**src/design/keypad_datetime_entry_editor_defines.svh**
```systemverilog
// ----------------------------------------------------------------------------
// keypad_datetime_entry_editor_defines
// Assertion macros shared by the keypad date/time entry editor.
// ----------------------------------------------------------------------------
`ifndef KEYPAD_DATETIME_ENTRY_EDITOR_DEFINES_SVH
`define KEYPAD_DATETIME_ENTRY_EDITOR_DEFINES_SVH

// same-cycle implication, checked on every clock edge outside reset
`define KDE_ASSERT_IMPLIES(lbl, ante, cons, msg) \
  lbl: assert property (@(posedge clk) disable iff (rst) (ante) |-> (cons)) \
    else $error(msg);

// next-cycle implication
`define KDE_ASSERT_NEXT(lbl, ante, cons, msg) \
  lbl: assert property (@(posedge clk) disable iff (rst) (ante) |=> (cons)) \
    else $error(msg);

`endif

```
**src/design/kde_pkg.sv**
```systemverilog
// ----------------------------------------------------------------------------
// kde_pkg
// Types and constants of the keypad date/time entry editor.
// ----------------------------------------------------------------------------
package kde_pkg;

  localparam int NumDigits = 15;
  localparam logic [3:0] LastPos = 4'd14;

  // digit positions in the edit buffer
  localparam int PosHour    = 0;
  localparam int PosMinute  = 2;
  localparam int PosSecond  = 4;
  localparam int PosDay     = 6;
  localparam int PosMonth   = 8;
  localparam int PosYear    = 10;
  localparam int PosWeekday = 14;

  // range limits of the commit check
  localparam logic [6:0]  MaxHour    = 7'd23;
  localparam logic [6:0]  MaxMinSec  = 7'd59;
  localparam logic [6:0]  MaxDay     = 7'd31;
  localparam logic [6:0]  MaxMonth   = 7'd12;
  localparam logic [3:0]  MaxWeekday = 4'd6;
  localparam logic [13:0] MinYear    = 14'd2000;
  localparam logic [13:0] MaxYear    = 14'd2099;

  typedef enum logic {
    REQ_LOAD = 1'b0,
    REQ_KEY  = 1'b1
  } req_t;

  typedef enum logic [3:0] {
    KEY_NINE  = 4'd9,
    KEY_PLUS  = 4'd10,
    KEY_MINUS = 4'd11,
    KEY_CLEAR = 4'd12,
    KEY_EQUAL = 4'd13
  } key_t;

  typedef enum logic [1:0] {
    ST_APPLIED   = 2'd0,
    ST_INVALID   = 2'd1,
    ST_COMMITTED = 2'd2,
    ST_IGNORED   = 2'd3
  } status_t;

  typedef logic [3:0] digit_t;
  typedef digit_t [NumDigits-1:0] digits_t;

  // one input item after the load value has been split into digits
  typedef struct packed {
    logic       req_type;
    logic [3:0] key_code;
    digits_t    digits;
  } stage_item_t;

  typedef struct packed {
    status_t     status;
    logic [3:0]  cursor;
    logic [6:0]  new_hour;
    logic [6:0]  new_minute;
    logic [6:0]  new_second;
    logic [6:0]  new_day;
    logic [6:0]  new_month;
    logic [13:0] new_year;
    logic [3:0]  new_weekday;
  } result_t;

endpackage

```
**src/design/kde_if.sv**
```systemverilog
// ----------------------------------------------------------------------------
// kde_if
// Valid/ready channels of the keypad date/time entry editor.
// ----------------------------------------------------------------------------
interface kde_in_if;
  logic        valid;
  logic        ready;
  logic        req_type;
  logic [3:0]  key_code;
  logic [4:0]  cur_hour;
  logic [5:0]  cur_minute;
  logic [5:0]  cur_second;
  logic [4:0]  cur_day;
  logic [3:0]  cur_month;
  logic [11:0] cur_year;
  logic [2:0]  cur_weekday;

  modport source (
    output valid, req_type, key_code, cur_hour, cur_minute, cur_second,
           cur_day, cur_month, cur_year, cur_weekday,
    input  ready
  );
  modport sink (
    input  valid, req_type, key_code, cur_hour, cur_minute, cur_second,
           cur_day, cur_month, cur_year, cur_weekday,
    output ready
  );
endinterface

interface kde_out_if;
  logic        valid;
  logic        ready;
  logic [1:0]  status;
  logic [3:0]  cursor;
  logic [6:0]  new_hour;
  logic [6:0]  new_minute;
  logic [6:0]  new_second;
  logic [6:0]  new_day;
  logic [6:0]  new_month;
  logic [13:0] new_year;
  logic [3:0]  new_weekday;

  modport source (
    output valid, status, cursor, new_hour, new_minute, new_second,
           new_day, new_month, new_year, new_weekday,
    input  ready
  );
  modport sink (
    input  valid, status, cursor, new_hour, new_minute, new_second,
           new_day, new_month, new_year, new_weekday,
    output ready
  );
endinterface

```
**src/design/kde_load_split.sv**
```systemverilog
// ----------------------------------------------------------------------------
// kde_load_split
// Splits the current time fields into the fifteen decimal digits of the
// edit buffer.
// ----------------------------------------------------------------------------
module kde_load_split (
  input  logic [4:0]       cur_hour,
  input  logic [5:0]       cur_minute,
  input  logic [5:0]       cur_second,
  input  logic [4:0]       cur_day,
  input  logic [3:0]       cur_month,
  input  logic [11:0]      cur_year,
  input  logic [2:0]       cur_weekday,
  output kde_pkg::digits_t digits
);
  import kde_pkg::*;

  // reciprocal multiplies, exact for every 12-bit value
  function automatic logic [8:0] div10(input logic [11:0] v);
    logic [26:0] p;
    p = 27'(v) * 27'd3277;
    return p[23:15];
  endfunction

  function automatic logic [5:0] div100(input logic [11:0] v);
    logic [26:0] p;
    p = 27'(v) * 27'd1311;
    return p[22:17];
  endfunction

  function automatic logic [2:0] div1000(input logic [11:0] v);
    logic [26:0] p;
    p = 27'(v) * 27'd4195;
    return p[24:22];
  endfunction

  // v - 10*q, where q is v/10
  function automatic digit_t units(input logic [11:0] v, input logic [8:0] q);
    logic [11:0] t;
    t = v - 12'(q) * 12'd10;
    return t[3:0];
  endfunction

  function automatic logic [7:0] split_pair(input logic [11:0] v);
    logic [8:0] q;
    q = div10(v);
    return {q[3:0], units(v, q)};
  endfunction

  logic [7:0] hour_d, minute_d, second_d, day_d, month_d;
  logic [8:0] year_q1;
  logic [5:0] year_q2;
  logic [2:0] year_q3;

  always_comb begin
    hour_d   = split_pair(12'(cur_hour));
    minute_d = split_pair(12'(cur_minute));
    second_d = split_pair(12'(cur_second));
    day_d    = split_pair(12'(cur_day));
    month_d  = split_pair(12'(cur_month));
    year_q1  = div10(cur_year);
    year_q2  = div100(cur_year);
    year_q3  = div1000(cur_year);

    digits[PosHour]      = hour_d[7:4];
    digits[PosHour+1]    = hour_d[3:0];
    digits[PosMinute]    = minute_d[7:4];
    digits[PosMinute+1]  = minute_d[3:0];
    digits[PosSecond]    = second_d[7:4];
    digits[PosSecond+1]  = second_d[3:0];
    digits[PosDay]       = day_d[7:4];
    digits[PosDay+1]     = day_d[3:0];
    digits[PosMonth]     = month_d[7:4];
    digits[PosMonth+1]   = month_d[3:0];
    digits[PosYear]      = 4'(year_q3);
    digits[PosYear+1]    = units(12'(year_q2), 9'(year_q3));
    digits[PosYear+2]    = units(12'(year_q1), 9'(year_q2));
    digits[PosYear+3]    = units(cur_year, year_q1);
    digits[PosWeekday]   = 4'(cur_weekday);
  end

endmodule

```
**src/design/kde_edit_core.sv**
```systemverilog
// ----------------------------------------------------------------------------
// kde_edit_core
// Edit buffer, cursor and editing flag; applies one staged item per cycle
// while adv is high and registers its result.
// ----------------------------------------------------------------------------
module kde_edit_core (
  input  logic                 clk,
  input  logic                 rst,
  input  logic                 adv,
  input  kde_pkg::stage_item_t item,
  output kde_pkg::result_t     result
);
  import kde_pkg::*;

  function automatic logic [6:0] pair_val(input digit_t hi, input digit_t lo);
    return 7'(hi) * 7'd10 + 7'(lo);
  endfunction

  digits_t     store;
  digits_t     store_next;
  logic [3:0]  cursor_pos;
  logic [3:0]  cursor_pos_next;
  logic        editing;
  logic        editing_next;
  result_t     result_next;
  logic [6:0]  hh, mi, ss, dd, mo;
  logic [13:0] yy;
  logic [3:0]  wd;
  logic        bad;

  always_comb begin
    store_next      = store;
    cursor_pos_next = cursor_pos;
    editing_next    = editing;
    result_next     = '0;
    result_next.status = ST_APPLIED;

    if (item.req_type == REQ_LOAD) begin
      store_next      = item.digits;
      cursor_pos_next = '0;
      editing_next    = 1'b1;
    end else if (editing) begin
      if (item.key_code <= KEY_NINE) begin
        store_next[cursor_pos] = item.key_code;
      end else begin
        case (item.key_code)
          KEY_PLUS: begin
            if (cursor_pos < LastPos) cursor_pos_next = cursor_pos + 4'd1;
          end
          KEY_MINUS: begin
            if (cursor_pos != '0) cursor_pos_next = cursor_pos - 4'd1;
          end
          KEY_CLEAR: begin
            store_next      = '0;
            cursor_pos_next = '0;
          end
          default: ;
        endcase
      end
    end

    hh = pair_val(store_next[PosHour],   store_next[PosHour+1]);
    mi = pair_val(store_next[PosMinute], store_next[PosMinute+1]);
    ss = pair_val(store_next[PosSecond], store_next[PosSecond+1]);
    dd = pair_val(store_next[PosDay],    store_next[PosDay+1]);
    mo = pair_val(store_next[PosMonth],  store_next[PosMonth+1]);
    yy = 14'(store_next[PosYear])   * 14'd1000
       + 14'(store_next[PosYear+1]) * 14'd100
       + 14'(store_next[PosYear+2]) * 14'd10
       + 14'(store_next[PosYear+3]);
    wd = store_next[PosWeekday];

    bad = (hh > MaxHour) || (mi > MaxMinSec) || (ss > MaxMinSec)
       || (dd == '0) || (dd > MaxDay) || (mo == '0) || (mo > MaxMonth)
       || (wd > MaxWeekday) || (yy < MinYear) || (yy > MaxYear);

    if (item.req_type == REQ_KEY && !editing) begin
      // buffer untouched, decoded fields stay zero
      result_next.status = ST_IGNORED;
    end else begin
      if (item.req_type == REQ_KEY && item.key_code == KEY_EQUAL) begin
        if (bad) begin
          result_next.status = ST_INVALID;
        end else begin
          result_next.status = ST_COMMITTED;
          editing_next       = 1'b0;
        end
      end
      result_next.new_hour    = hh;
      result_next.new_minute  = mi;
      result_next.new_second  = ss;
      result_next.new_day     = dd;
      result_next.new_month   = mo;
      result_next.new_year    = yy;
      result_next.new_weekday = wd;
    end
    result_next.cursor = cursor_pos_next;
  end

  always_ff @(posedge clk) begin
    if (rst) begin
      cursor_pos <= '0;
      editing    <= 1'b0;
    end else if (adv) begin
      cursor_pos <= cursor_pos_next;
      editing    <= editing_next;
    end
  end

  always_ff @(posedge clk) begin
    if (adv) begin
      store  <= store_next;
      result <= result_next;
    end
  end

endmodule

```
**src/design/keypad_datetime_entry_editor.sv**
```systemverilog
// ----------------------------------------------------------------------------
// keypad_datetime_entry_editor
// Keypad time and date entry editor with a fifteen-digit edit buffer.
// ----------------------------------------------------------------------------
// Each item passes an input register and then a result register before its
// result shows at the output; a new item is taken in every cycle while
// results are drained; the throughput of one item per cycle is set by the
// single edit stage, which updates buffer, cursor and editing flag and
// decodes and range-checks the buffer in the same cycle. Load items are
// split into decimal digits ahead of the input register.
`include "keypad_datetime_entry_editor_defines.svh"

module keypad_datetime_entry_editor (
  input  logic clk,
  input  logic rst,
  kde_in_if.sink    item_in,
  kde_out_if.source item_out
);
  import kde_pkg::*;

  digits_t     load_digits;
  stage_item_t stage;
  logic        stage_valid;
  logic        out_valid;
  logic        adv;
  result_t     result;

  kde_load_split u_load_split (
    .cur_hour    (item_in.cur_hour),
    .cur_minute  (item_in.cur_minute),
    .cur_second  (item_in.cur_second),
    .cur_day     (item_in.cur_day),
    .cur_month   (item_in.cur_month),
    .cur_year    (item_in.cur_year),
    .cur_weekday (item_in.cur_weekday),
    .digits      (load_digits)
  );

  // staged item moves on whenever the result register is free or drains
  assign adv           = stage_valid && (!out_valid || item_out.ready);
  assign item_in.ready = !stage_valid || adv;

  always_ff @(posedge clk) begin
    if (rst) begin
      stage_valid <= 1'b0;
      out_valid   <= 1'b0;
    end else begin
      if (item_in.valid && item_in.ready) stage_valid <= 1'b1;
      else if (adv)                       stage_valid <= 1'b0;
      if (adv)                 out_valid <= 1'b1;
      else if (item_out.ready) out_valid <= 1'b0;
    end
  end

  always_ff @(posedge clk) begin
    if (item_in.valid && item_in.ready) begin
      stage.req_type <= item_in.req_type;
      stage.key_code <= item_in.key_code;
      stage.digits   <= load_digits;
    end
  end

  kde_edit_core u_edit_core (
    .clk    (clk),
    .rst    (rst),
    .adv    (adv),
    .item   (stage),
    .result (result)
  );

  assign item_out.valid       = out_valid;
  assign item_out.status      = result.status;
  assign item_out.cursor      = result.cursor;
  assign item_out.new_hour    = result.new_hour;
  assign item_out.new_minute  = result.new_minute;
  assign item_out.new_second  = result.new_second;
  assign item_out.new_day     = result.new_day;
  assign item_out.new_month   = result.new_month;
  assign item_out.new_year    = result.new_year;
  assign item_out.new_weekday = result.new_weekday;

  `KDE_ASSERT_IMPLIES(a_cursor_range, item_out.valid, item_out.cursor <= LastPos, "cursor out of range")
  `KDE_ASSERT_IMPLIES(a_commit_in_range, item_out.valid && item_out.status == ST_COMMITTED, item_out.new_hour <= MaxHour && item_out.new_month != '0 && item_out.new_month <= MaxMonth && item_out.new_year >= MinYear && item_out.new_year <= MaxYear && item_out.new_weekday <= MaxWeekday, "commit with out-of-range value")
  `KDE_ASSERT_IMPLIES(a_ignored_zero, item_out.valid && item_out.status == ST_IGNORED, item_out.new_hour == '0 && item_out.new_year == '0 && item_out.new_weekday == '0, "ignored item shows decoded values")
  `KDE_ASSERT_NEXT(a_stage_drains, stage_valid && !out_valid, out_valid, "staged item not moved to result")

endmodule
```
**src/flat_wrapper.sv**
```systemverilog
// flat-port wrapper written by rule: the top's interface ports become plain ports
module keypad_datetime_entry_editor_flat import kde_pkg::*;
  (clk, rst, item_in_valid, item_in_req_type, item_in_key_code, item_in_cur_hour, item_in_cur_minute, item_in_cur_second, item_in_cur_day, item_in_cur_month, item_in_cur_year, item_in_cur_weekday, item_in_ready, item_out_valid, item_out_status, item_out_cursor, item_out_new_hour, item_out_new_minute, item_out_new_second, item_out_new_day, item_out_new_month, item_out_new_year, item_out_new_weekday, item_out_ready);
  kde_in_if item_in_i ();
  kde_out_if item_out_i ();
  input  logic clk;
  input  logic rst;
  input wire logic [$bits(item_in_i.valid)-1:0] item_in_valid;
  input wire logic [$bits(item_in_i.req_type)-1:0] item_in_req_type;
  input wire logic [$bits(item_in_i.key_code)-1:0] item_in_key_code;
  input wire logic [$bits(item_in_i.cur_hour)-1:0] item_in_cur_hour;
  input wire logic [$bits(item_in_i.cur_minute)-1:0] item_in_cur_minute;
  input wire logic [$bits(item_in_i.cur_second)-1:0] item_in_cur_second;
  input wire logic [$bits(item_in_i.cur_day)-1:0] item_in_cur_day;
  input wire logic [$bits(item_in_i.cur_month)-1:0] item_in_cur_month;
  input wire logic [$bits(item_in_i.cur_year)-1:0] item_in_cur_year;
  input wire logic [$bits(item_in_i.cur_weekday)-1:0] item_in_cur_weekday;
  output wire logic [$bits(item_in_i.ready)-1:0] item_in_ready;
  output wire logic [$bits(item_out_i.valid)-1:0] item_out_valid;
  output wire logic [$bits(item_out_i.status)-1:0] item_out_status;
  output wire logic [$bits(item_out_i.cursor)-1:0] item_out_cursor;
  output wire logic [$bits(item_out_i.new_hour)-1:0] item_out_new_hour;
  output wire logic [$bits(item_out_i.new_minute)-1:0] item_out_new_minute;
  output wire logic [$bits(item_out_i.new_second)-1:0] item_out_new_second;
  output wire logic [$bits(item_out_i.new_day)-1:0] item_out_new_day;
  output wire logic [$bits(item_out_i.new_month)-1:0] item_out_new_month;
  output wire logic [$bits(item_out_i.new_year)-1:0] item_out_new_year;
  output wire logic [$bits(item_out_i.new_weekday)-1:0] item_out_new_weekday;
  input wire logic [$bits(item_out_i.ready)-1:0] item_out_ready;
  assign item_in_i.valid = item_in_valid;
  assign item_in_i.req_type = item_in_req_type;
  assign item_in_i.key_code = item_in_key_code;
  assign item_in_i.cur_hour = item_in_cur_hour;
  assign item_in_i.cur_minute = item_in_cur_minute;
  assign item_in_i.cur_second = item_in_cur_second;
  assign item_in_i.cur_day = item_in_cur_day;
  assign item_in_i.cur_month = item_in_cur_month;
  assign item_in_i.cur_year = item_in_cur_year;
  assign item_in_i.cur_weekday = item_in_cur_weekday;
  assign item_in_ready = item_in_i.ready;
  assign item_out_valid = item_out_i.valid;
  assign item_out_status = item_out_i.status;
  assign item_out_cursor = item_out_i.cursor;
  assign item_out_new_hour = item_out_i.new_hour;
  assign item_out_new_minute = item_out_i.new_minute;
  assign item_out_new_second = item_out_i.new_second;
  assign item_out_new_day = item_out_i.new_day;
  assign item_out_new_month = item_out_i.new_month;
  assign item_out_new_year = item_out_i.new_year;
  assign item_out_new_weekday = item_out_i.new_weekday;
  assign item_out_i.ready = item_out_ready;
  keypad_datetime_entry_editor u_core (.clk(clk), .rst(rst), .item_in(item_in_i), .item_out(item_out_i));
endmodule
```
**config.mk**
```make
export PLATFORM = sky130hd
export DESIGN_NAME = keypad_datetime_entry_editor_flat
export DESIGN_NICKNAME = d
export VERILOG_FILES = /design/src/design/kde_pkg.sv /design/src/design/kde_if.sv /design/src/design/kde_load_split.sv /design/src/design/kde_edit_core.sv /design/src/design/keypad_datetime_entry_editor.sv /design/src/flat_wrapper.sv
export VERILOG_INCLUDE_DIRS = /design/src /design/src/design
export SDC_FILE = /design/constraint.sdc
export NUM_CORES = 1
export LEC_CHECK = 0
export BUFFER_PORTS_ARGS = -buffer_cell sky130_fd_sc_hd__buf_4
export CORE_ASPECT_RATIO = 2
export CORE_MARGIN = 2
export CORE_UTILIZATION = 25
export DETAILED_ROUTE_END_ITERATION = 10
export SLEW_MARGIN = 20
export SYNTH_ARGS = -nofsm -noshare
export SYNTH_HDL_FRONTEND = slang
export SYNTH_SLANG_ARGS = --single-unit
export TNS_END_PERCENT = 5
```
**constraint.sdc**
```tcl
create_clock -name clk -period 10.51 [get_ports clk]
set_input_delay 0.5255 -clock clk [delete_from_list [all_inputs] [get_ports clk]]
set_output_delay 0.5255 -clock clk [all_outputs]
set_load 0.01 [all_outputs]
```
# Yosys cells after proc, flatten, opt, wreduce, memory -nomap -nowiden

Index checks and enable logic that the tools add are counted.

Equality and inequality tests: 4
Add/sub/neg operators: 18
Order comparisons: 12
Reduce and logical (&&, ||, !) cells: 24
Muxes and demuxes: 23
Multipliers: 24

Operator list:

| cell                                                                               | count |
|---|---|
| 60-bit 2-to-1 mux                                                                  | 4 |
| 60-bit bitwise mux                                                                 | 1 |
| 6-bit by 12-bit multiplier with 18-bit output (second input constant)              | 2 |
| 7-bit by 4-bit adder with 7-bit output                                             | 5 |
| 5-bit by 12-bit multiplier with 17-bit output (second input constant)              | 2 |
| 4-bit subtractor                                                                   | 8 |
| 4-bit by 3-bit multiplier with 6-bit output (second input constant)                | 5 |
| 12-bit by 13-bit multiplier with 25-bit output (second input constant)             | 1 |
| 12-bit by 12-bit multiplier with 24-bit output (second input constant)             | 1 |
| 4-bit 2-to-1 mux                                                                   | 6 |
| 12-bit by 11-bit multiplier with 23-bit output (second input constant)             | 1 |
| 4-bit demux with 4-bit select                                                      | 1 |
| 4-bit equality test (second input constant)                                        | 4 |
| 4-bit by 12-bit multiplier with 16-bit output (second input constant)              | 1 |
| 14-bit by 11-bit adder with 14-bit output                                          | 1 |
| 14-bit by 4-bit adder with 14-bit output                                           | 1 |
| 14-bit by 8-bit adder with 14-bit output                                           | 1 |
| 14-bit by 12-bit greater-than comparator with 1-bit output (second input constant) | 1 |
| 7-bit by 5-bit greater-than comparator with 1-bit output (second input constant)   | 2 |
| 7-bit by 6-bit greater-than comparator with 1-bit output (second input constant)   | 2 |
| 7-bit zero test                                                                    | 2 |
| 14-bit by 11-bit less-than comparator with 1-bit output (second input constant)    | 1 |
| 4-bit case mux with 3 select lines                                                 | 1 |
| 1-bit logical OR                                                                   | 11 |
| 22 further kinds                                                                   | 40 |

Word-level logic and storage cells: 150
Input bits: 50
Register bits: 180

# Logic depth before layout (Yosys ltp)

Word-level depth: 23
Mapped depth: 27
Mapped depth without buffers: 25

# Modules after synthesis

From an unflattened synthesis, not the netlist that was laid out.

Cells, all modules: 1866
Area total of the unflattened synthesis: 19934.1 um^2

Modules (own cells, without submodules):

| module                       | cells an instance | area each (um^2) | times used |
|---|---|---|---|
| kde_load_split               | 960               | 9056.2           | 1 |
| kde_edit_core                | 831               | 8822.2           | 1 |
| keypad_datetime_entry_editor | 75                | 2055.7           | 1 |

# Least setup slack after synthesis

Ideal clock, no wire load.

Path type: register to register
From: reg u_core.u_edit_core.cursor_pos[0]
To: reg u_core.u_edit_core.result[57] (netlist name)
Period minus slack after synthesis: 6346 ps
Buffers on the path: 2
Setup slack: 4164 ps
Required time: 10245 ps
Setup time: 265 ps
Cell stages (with the launch flop): 28
Arrival time: 6081 ps
Cell sequence: dfxtp_1 > inv_1 > ha_1 > and3b_1 > buf_6 > o221ai_2 > a221oi_1 > or2_2 > clkbuf_1 > fa_1 > inv_1 > fa_1 > inv_1 > ha_1 > a21o_1 > a21oi_1 > xor2_1 > ha_1 > ha_1 > ha_1 > o21ai_0 > nor2_1 > o311a_1 > a2111o_1 > nand4b_1 > nor4_2 > and3_1 > o21ai_1

Word-level cells in the longest chain between the ends: 22
Elaborated cells between the ends (all ways): 46
Classes of those cells: add/sub: 8; mul: 8; order compare: 10; mux: 8; reduce/logical: 12

Ends and longest elaborated chain:

| element                                                                                                                                                            | RTL line             | RTL |
|---|---|---|
| from (decl)                                                                                                                                                        | kde_edit_core.sv:21  | `logic [3:0] cursor_pos;` |
| from (signal assigned)                                                                                                                                             | kde_edit_core.sv:105 | `cursor_pos <= cursor_pos_next;` |
| 4-bit by 5-bit less-than comparator with 1-bit output (implied by the code) / 4-bit by 1-bit greater-or-equal comparator with 1-bit output (equally long branches) | kde_edit_core.sv:44  | `store_next[cursor_pos] = item.key_code;` |
| 1-bit logical AND (implied by the code)                                                                                                                            | kde_edit_core.sv:44  |  |
| 4-bit 2-to-1 mux (implied by the code)                                                                                                                             | kde_edit_core.sv:44  |  |
| 4-bit demux with 4-bit select (*)                                                                                                                                  | kde_edit_core.sv:44  |  |
| 60-bit bitwise mux (*)                                                                                                                                             | kde_edit_core.sv:44  |  |
| 60-bit 2-to-1 mux (*)                                                                                                                                              | kde_edit_core.sv:43  | `if (item.key_code <= KEY_NINE) begin` |
| 60-bit 2-to-1 mux (*)                                                                                                                                              | kde_edit_core.sv:42  | `end else if (editing) begin` |
| 60-bit 2-to-1 mux (*)                                                                                                                                              | kde_edit_core.sv:38  | `if (item.req_type == REQ_LOAD) begin` |
| branches (longest 11 deep; another with 14-bit by 11-bit adder with 14-bit output)                                                                                 | --                   |  |
| 1-bit logical OR (*)                                                                                                                                               | kde_edit_core.sv:75  | `\|\| (wd > MaxWeekday) \|\| (yy < MinYear) \|\| (yy > MaxYear);` |
| 2-bit 2-to-1 mux (*)                                                                                                                                               | kde_edit_core.sv:82  | `if (bad) begin` |
| 2-bit 2-to-1 mux (*)                                                                                                                                               | kde_edit_core.sv:81  | `if (item.req_type == REQ_KEY && item.key_code == KEY_EQUAL) begin` |

Mark *: on every way between the ends.
A chain may end at the register's enable or synchronous reset.

# Final worst setup path

From: reg u_core.stage[63] (netlist bit)
To: reg u_core.u_edit_core.result[57] (netlist name)

Word-level cells in the longest chain between the ends: 19
Elaborated cells between the ends (all ways): 46
Classes of those cells: add/sub: 8; mul: 8; order compare: 9; eq/ne: 2; mux: 7; reduce/logical: 12

Ends and longest elaborated chain:

| element                                                                            | RTL line                           | RTL |
|---|---|---|
| from (decl)                                                                        | keypad_datetime_entry_editor.sv:22 | `stage_item_t stage;` |
| branches (longest 18 deep; another with 14-bit by 11-bit adder with 14-bit output) | --                                 |  |
| 2-bit 2-to-1 mux (*)                                                               | kde_edit_core.sv:81                |  |

Marked as above.

==> results.toml <==
[outcome]
status = "finished clean"

[critical_path]
cp-startpoint = "u_core.stage[63]"
crit_top_cell = "ha_1"
r2r_start = "u_core.stage[63]"
end_kind = "flop"
slowest_delay_ns = 0.64
critPathKind = "reg -> reg"
cp_max_fo = 14
required_ns = 10.70
crit_family = "adder cells"
start_kind = "flop"
path_buf_inv = 3
critical_path.cell_chain = "inv_1, and3_1, a221oi_1, or2_2, fa_1, inv_1, fa_1, inv_1, ha_1, a21o_1, a21oi_1, xor2_1, ha_1, ha_1, ha_1, or4_1, o22ai_1, xnor2_1, o41ai_1, and3_1, o21ai_1"
arrival_ns = 7.35
cpMaxStageDelayCell = "fa_1"

[global_routing]
grt_pass1_wl_um = 73400
antenna_found_initial = 3
use_met2_pct = 24.2
grt_max_degree = 76
use_met3_pct = 1.58
gr-usage-met1_pct = 12.4
grt-busiest-layer = "met2"
grt-ovfl-total = 0
grt_use_total_pct = 12.1
grt_pass1_vias = 13800

[floorplanning]
initial_utilization_pct = 25.2
die_h_um = 394
io_pins = 111
die-area_um2 = 78500
core_area_um2 = 75700
die_x_um = 199
rows = 143

[synth]
ys_warn_count = 0
synth_top_area_share_pct = 27.3
synth_common_cells = "ha_1, inv_1, edfxtp_1"
synth.distinct_cells = 84
synth_edf_count = 173
yosysSeqAreaShare_pct = 28.0
synth.cell_area_um2 = 19000
yosys.area.top_type = "edfxtp_1"
synth_seq_cells = 180
synthesis.nets = 2362
synth_ff_type = "edfxtp_1"
async_flop_share_pct = 0
synth.avg_cell_area_um2 = 10.7
netlist_top_cells_area = "edfxtp_1, ha_1, fa_1"
synth_most_common_cell = "ha_1"
syn_inst = 1780

[layout]
finalNetCount = 2461
fin_util_pct = 28.5
fill_cells = 7889
drive_gt1_share_pct = 9.57
antennaDiodeCount = 0
area_delta_synth_final_pct = 13.3
design_area_um2 = 21600

[timing]
hold-worst-slack_ns = 0.247
relSlewSlack_pct = 36.2
setup_violations = 0
fmaxAchievable_ghz = 0.140
rsz0062_at_grt = "no"
fin_worst_skew_ns = 0.0158
period_share_pct = 68.2
hold_violations = 0
worstMarginPinSlew_ns = 0.955
drv_slew = 0
fin_setup_tns_ns = 0
period_minus_slack_ns = 7.16

[cts]
clk_pin_slew_ns = 0.07
cts_root_buf = "clkbuf_16"
clkLatencyLatePin_ns = 0.45
cts_tree = "built"
cts-hold-fix-buffers = 0
post_cts_buffers = 0
cts_resized = 0
cts_max_path_buffers = 2
clock-sinks = 180
htree_num_levels = 4
numCtsBuffers = 17

[routing]
drt-vias-per-instance = 4.45
ant_nets = 0
drc = 0
detail_route.wl_per_cell_um = 15.7
dr.pass1.iters = 5
vias = 12900
routed_wl_um = 45700
drt_iter0_drc = 473

[hold_path]
min_from = "item_in_cur_weekday[1]"
hp-class = "in -> reg"

[pwr]
power_leakage_nw = 10.1
power_density_nw_per_um2 = 215
total_power_w = 0.00463
vdd_drop_max_v = 0.000173

[placed_design]
place_area_um2 = 21000
gp_congestion = 0.850
dpl.hpwl_um = 38500
portBuffers = 110

[flow_run]
maxCapViolCount = 0
## cells in the final DEF, fill, tap and decap left out, types with 7 or more instances in the layout
master     synthesis  final
inv_1            320    319
xor2_1            35     35
and3_1            13     13
a211oi_1           8      8
edfxtp_1         173    173
nand2b_1          14     14
ha_1             387    387
clkbuf_16          0     17
a221oi_1          35     35
or2_2              8      8
buf_4              5    118
nand4_1           10     10
o21ai_0           45     45
and3b_1            8      8
and2_1            33     32
a31oi_1            8      8
fa_1             145    145
nor2_1           137    136
nand2_1           41     41
a22oi_1           15     15
nand3_1           15     15
a21o_1            22     22
a21oi_1           62     62
nor3_1            10     10
xnor2_1           63     63
dfxtp_1            7      7
nor2b_1           14     14
## flip-flops by register name (all words and copies together) (netlist names)
signal	count
u_core.stage_valid	1
u_core.u_edit_core.cursor_pos	4
u_core.u_edit_core.result	59
u_core.item_out.valid	1
u_core.stage	54
u_core.u_edit_core.editing	1
u_core.u_edit_core.store	60
## layer usage
metal	vias to the layer above	wire length, um
met2	192	26100
met1	6329	17000
met5	-	26
li1	6357	-
met3	55	1430
met4	4	1100
## worst reg2reg max path, cell delays in order (launching register included)
cell and delay (ns):
edfxtp_1 0.50, inv_1 0.39, and3_1 0.63, a221oi_1 0.22, or2_2 0.42, fa_1 0.64
inv_1 0.11, fa_1 0.54, inv_1 0.05, ha_1 0.34, a21o_1 0.17, a21oi_1 0.21
xor2_1 0.18, ha_1 0.25, ha_1 0.31, ha_1 0.25, or4_1 0.51, o22ai_1 0.23
xnor2_1 0.14, o41ai_1 0.52, and3_1 0.23, o21ai_1 0.06
## final timing paths
kind	to	slack (ns)	cells after the start
min	u_core.stage[57]	0.25	1
min reg2reg	u_core.item_out.valid	0.53	2
max	u_core.u_edit_core.result[57]	3.35	21
max reg2reg	u_core.u_edit_core.result[57]	3.35	21
## metrics by stage
step	worst slack (ns)	std cells
after CTS	3.31	2906
after global routing	2.94	2906
after detailed placement	3.32	2875
after global placement	3.35	2875
final	3.35	2906
after floorplan	4.16	1780
## logic make-up (layout without fill, tap and decap cells)
group / Yosys count / in the layout / synth area share, %
compound gates: 271 / 271 / 10.2
fa+ha+maj: 532 / 532 / 40.7
mux: 2 / 2 / 0.105
xor+xnor: 100 / 100 / 4.71
buf+inv: 358 / 469 / 7.26
simple gates: 337 / 337 / 9.06
flops: 180 / 180 / 28.0
## area by class of cell
type	count	area, um^2	area share (%)
inverter	320	1200	5.58
clock inverter	13	124	0.574
clock buffer	18	429	1.99
timing repair buffer	118	886	4.11
multi-input combinational	1242	12300	57.1
sequential	180	5340	24.7
tap	1015	1270	5.89
## where the power goes
part	leakage [nW]	internal [W]	total, W	switching [W]
clock	0.271	0.000329	0.000621	0.000293
sequential	1.71	0.00101	0.00105	0.0000365
combinational	8.15	0.00129	0.00296	0.00167
(Power assumes the default switching activity.)
